## config.mk

```make
export PLATFORM = sky130hd
export DESIGN_NAME = cvr_div
export DESIGN_NICKNAME = d
export VERILOG_FILES = /design/src/design/cvr_div.sv
export SDC_FILE = /design/constraint.sdc
export NUM_CORES = 2
export LEC_CHECK = 0
export BUFFER_PORTS_ARGS = -buffer_cell sky130_fd_sc_hd__buf_2
export CAP_MARGIN = 20
export CELL_PAD_IN_SITES_DETAIL_PLACEMENT = 0
export CELL_PAD_IN_SITES_GLOBAL_PLACEMENT = 1
export CORE_ASPECT_RATIO = 1.5
export CORE_MARGIN = 4
export CORE_UTILIZATION = 56
export CTS_BUF_LIST = sky130_fd_sc_hd__clkbuf_4
export CTS_CLUSTER_SIZE = 28
export DETAILED_ROUTE_END_ITERATION = 8
export PLACE_DENSITY_LB_ADDON = 0.1
export SLEW_MARGIN = 20
export SYNTH_ARGS = -nofsm -noshare
export SYNTH_HDL_FRONTEND = slang
export SYNTH_SLANG_ARGS = --single-unit
```

## constraint.sdc

```tcl
create_clock -name clk_i -period 7.2 [get_ports clk_i]
set_input_delay 0.36 -clock clk_i [delete_from_list [all_inputs] [get_ports clk_i]]
set_output_delay 0.36 -clock clk_i [all_outputs]
set_load 0.1 [all_outputs]
```

## src/design/cvr_div.sv

```systemverilog
// Pipelined fractional divider: floor(num * 2^FRAC_BITS / den) with num <= den,
// one quotient bit per stage. Uses no package items.
module cvr_div #(
  parameter int unsigned COMP_BITS = 24,
  parameter int unsigned FRAC_BITS = 14,
  parameter int unsigned SB_W      = 2
) (
  input  logic                   clk_i,
  input  logic                   rst_ni,
  input  logic                   en_i,
  input  logic                   valid_i,
  input  logic [2*COMP_BITS-1:0] num_i,
  input  logic [2*COMP_BITS-1:0] den_i,
  input  logic [SB_W-1:0]        sb_i,
  output logic                   valid_o,
  output logic [FRAC_BITS:0]     quo_o,
  output logic [SB_W-1:0]        sb_o
);

  localparam int unsigned DW = 2 * COMP_BITS;
  localparam int unsigned RW = DW + 1;
  localparam int unsigned QW = FRAC_BITS + 1;
  localparam int unsigned NS = FRAC_BITS + 1;

  logic [RW-1:0]   rem_q [NS];
  logic [DW-1:0]   den_q [NS];
  logic [QW-1:0]   quo_q [NS];
  logic [SB_W-1:0] sb_q  [NS];
  logic [NS-1:0]   vld_q;

  for (genvar j = 0; j < NS; j++) begin : g_stage
    logic [RW-1:0]   rem_n, rem_d;
    logic [DW-1:0]   den_p;
    logic [QW-1:0]   quo_p, quo_d;
    logic [SB_W-1:0] sb_p;
    logic            vld_p, ge;

    if (j == 0) begin : g_first
      assign rem_n = RW'(num_i);
      assign den_p = den_i;
      assign quo_p = '0;
      assign sb_p  = sb_i;
      assign vld_p = valid_i;
    end else begin : g_next
      assign rem_n = {rem_q[j-1][RW-2:0], 1'b0};
      assign den_p = den_q[j-1];
      assign quo_p = quo_q[j-1];
      assign sb_p  = sb_q[j-1];
      assign vld_p = vld_q[j-1];
    end

    always_comb begin
      ge    = rem_n >= RW'(den_p);
      rem_d = ge ? (rem_n - RW'(den_p)) : rem_n;
      quo_d = {quo_p[QW-2:0], ge};
    end

    always_ff @(posedge clk_i or negedge rst_ni) begin
      if (!rst_ni) begin
        vld_q[j] <= 1'b0;
      end else if (en_i) begin
        vld_q[j] <= vld_p;
      end
    end

    always_ff @(posedge clk_i) begin
      if (en_i) begin
        rem_q[j] <= rem_d;
        den_q[j] <= den_p;
        quo_q[j] <= quo_d;
        sb_q[j]  <= sb_p;
      end
    end
  end

  assign valid_o = vld_q[NS-1];
  assign quo_o   = quo_q[NS-1];
  assign sb_o    = sb_q[NS-1];

endmodule

```

==> results.py <==
metrics = {
    "logic_synthesis": {
        "synth_simple_gate_area_share_pct": 10.7,
        "ys.warnings.count": 0,
        "synthCells": 9097,
        "synth-edff-count": 1494,
        "yosysTopAreaCellShare_pct": 47.9,
        "syn_area_per_cell_um2": 10.3,
        "synth_compound_area_share_pct": 17.9,
        "synthMuxAreaShare_pct": 2.41,
        "ys_seq_area_share_pct": 48.3,
        "yosys-top-cells-count": "1,494 x edfxtp_1, 910 x a21oi_1, 895 x inv_1, 727 x nand2_1, 719 x ha_1",
        "synthAdderAreaFrac_pct": 9.90,
        "async_reset_ff_share_pct": 0.994,
        "yosys.cell_types.count": 105,
        "synth_ff_type": "edfxtp_1",
        "syn_area_um2": 93700,
        "ys_ff_latch": 1509,
        "yosysTopAreaCell": "edfxtp_1",
        "yosysMostFrequentCell": "edfxtp_1",
        "ys_top_cells_by_area": "edfxtp_1 48%, ha_1 9.6%, a21oi_1 4.9%",
        "synth-xor-area-share_pct": 5.65,
        "syn_nets": 9932,
        "synth_top_family_by_area": "compound AO/OA/AOI/OAI gates",
    },
    "route": {
        "wl_um": 249000,
        "top_layer_used": "met5",
        "wl_met3_um": 7000,
        "drtIter0Drc": 2970,
        "ant_nets": 0,
        "vias_per_cell": 5.80,
        "dr_wl_met2_um": 145000,
        "m1WireLength_um": 72800,
        "vias": 69800,
        "drt_first_pass_iters": 8,
        "routedWlPerCell_um": 20.7,
        "drc": 0,
    },
    "floorplan": {
        "core_area_um2": 166000,
        "num_rows": 183,
        "dieArea_um2": 174000,
        "die_w_um": 342,
        "die_h_um": 509,
        "ios": 120,
        "start_util_pct": 56.5,
    },
    "sta": {
        "slew-limit-headroom_pct": 20.6,
        "fin_crit_sh_pct": 71.2,
        "rsz0062_at_grt": "no",
        "period_minus_slack_ns": 5.13,
        "whs_ns": 0.147,
        "tightest_slew_ns": 1.18,
        "hold_violations": 0,
        "slew_viol_final": 0,
        "setup-violations-final": 0,
        "finClkSkew_ns": 0.0578,
        "setup_tns_ns": 0,
        "max_freq_mhz": 195,
        "fin_ws_ns": 2.07,
    },
    "critical_path": {
        "worstPathMaxFanout": 5,
        "arrival_ns": 6.17,
        "critPathLaunchType": "register",
        "crit_required_ns": 8.24,
        "worst-setup-path-type": "reg -> reg",
        "rr_worst_depth": 12,
        "cp-end-kind": "register",
    },
    "status": {
        "outcome": "finished, final reports clean",
    },
    "hold_path": {
        "min_path_cells": 4,
        "hp-class": "in -> reg",
    },
    "grt": {
        "grt_pass1_wl_um": 380000,
        "grt_max_degree": 187,
        "grt-ovfl-total": 0,
        "grt_pass1_vias": 73500,
        "grt_use_total_pct": 28.0,
        "grt_antenna_before_repair": 12,
    },
    "final_layout": {
        "drive_gt1_share_pct": 10.3,
        "syn2layout_area_growth_pct": 10.2,
        "fill_cells": 13700,
        "fin_cells": 12000,
        "fin_area_um2": 103000,
        "nets": 10300,
    },
    "clock_tree": {
        "clock-sinks": 1509,
        "post_cts_resized": 0,
        "cts_root_buffer": "clkbuf_4",
        "cts_tree": "yes",
        "cts_setup_buffers": 0,
        "cts_made_buffers": 361,
        "cts.reportedPaths.clkPinSlew_ns": 0.07,
        "clock_latency_ns": 1.19,
        "h-tree-depth": 5,
        "clockBufferDepth": 4,
    },
    "power": {
        "ir_drop_mv": 0.260,
        "p_comb_share_pct": 52.0,
        "swShare_pct": 41.8,
        "power.switching_mw": 18.7,
        "clockPowerShare_pct": 15.4,
        "power_frac_seq_pct": 32.6,
        "internal_power_mw": 26.1,
        "powerDensity_nw_per_um2": 434,
        "leakage_nw": 43.4,
    },
    "flow_run": {
        "maxCapViolCount": 0,
    },
    "placed_design": {
        "hpwl_um": 194000,
        "dp_cells": 11200,
        "io_buffer_count": 119,
        "place.gp.congestion": 0.951,
        "pre_cts_ws_ns": 2.11,
        "dpl_cell_area_um2": 96500,
    },
}
-- per-layer routing --
metal  track usage (%)  vias up
met3              3.34      915
li1                  -    34200
met5                 0        -
met4              24.5        2
met2              59.0     1751
met1              21.1    32900
-- cells by family after synthesis --
family,count (synthesis)
compound gates,2673
xor+xnor,605
fa+ha+maj,733
buf+inv,1246
flops,1509
mux,202
simple gates,2129
-- area by class of cell --
class	instances	area [um2]	area share (%)
Multi-Input combinational cell	6342	43800	42.4
Clock inverter	128	757	0.733
Sequential cell	1509	45200	43.8
Antenna cell	39	97.6	0.0945
Tap cell	2220	2780	2.69
Clock buffer	499	3750	3.63
Inverter	895	3360	3.25
Timing Repair Buffer	402	3500	3.39
-- power groups by stage --
stage / Clock [mW] / Sequential (mW) / Combinational (mW)
global placement: 0 / 14.7 / 22.6
floorplan: 0 / 14.2 / 17.1
finish: 6.92 / 14.6 / 23.3
global route: 7.59 / 14.8 / 25.6
CTS: 7.15 / 14.6 / 23.1
detailed placement: 0 / 14.7 / 22.9
-- cell usage in the layout, fill, tap and decap left out, types with 19 or more instances in the layout --
cell type	n
nand4_1	180
xnor2_1	352
buf_2	119
nand2b_1	84
o21ai_1	23
o21ai_0	585
a21oi_1	908
or3_1	23
clkinv_1	79
ha_1	719
edfxtp_1	1494
clkinv_2	29
o21bai_1	139
mux2_2	177
and4_1	26
inv_1	895
o31a_1	26
a21boi_0	24
o21a_1	62
or2_2	19
buf_12	19
xor2_1	253
o31ai_1	60
a31oi_1	78
nor2_1	559
a211oi_1	51
nand3_1	150
nand2_1	727
o211ai_1	34
and3_1	60
a21o_1	434
dlygate4sd3_1	218
and2_1	38
clkbuf_4	499
nor3_1	87
nor2b_1	101
buf_4	46
diode_2	39
-- flip-flops by register name (all words and copies together), names as in the netlist --
signal,count
den_q,672
rem_q,672
valid_o,1
sb_q,30
g_stage.vld_p,14
quo_q,120
-- metrics by stage --
stage               power [mW]  utilization (%)
floorplan                 31.3                -
global placement          37.3             58.1
detailed placement        37.7             58.1
CTS                       44.9             62.2
global route              48.0             62.2
finish                    44.8             62.2
-- what timing repair did --
item	in CTS	in global routing
hold buffers	218	0
endpoints found under the setup margin	0	0
endpoints found under the hold margin	487	0
-- worst paths after layout --
path / start / to / slack, ns
max in group asynchronous: rst_ni / valid_o / 6.47
worst min-delay path: num_i[12] / rem_q[0][12] / 0.15
worst max register to register: rem_q[0][149] / rem_q[0][239] / 2.07
worst min register to register: quo_q[0][109] / quo_q[1][5] / 0.40
min in group asynchronous: rst_ni / g_stage[1].vld_p / 0.29
worst max-delay path: rem_q[0][149] / rem_q[0][239] / 2.07
-- worst max-delay path: stages (launching register included) --
cell and delay, ns:
edfxtp_1 0.40, ha_1 0.39, nand2_1 0.23, o21bai_1 0.23
a21boi_0 0.56, o22ai_1 0.25, o21ai_0 0.62, a21oi_1 0.37
o41ai_1 0.70, o22ai_1 0.43, mux2i_1 0.21, a2111oi_0 0.43
a21o_1 0.15
(Power assumes the default switching activity.)
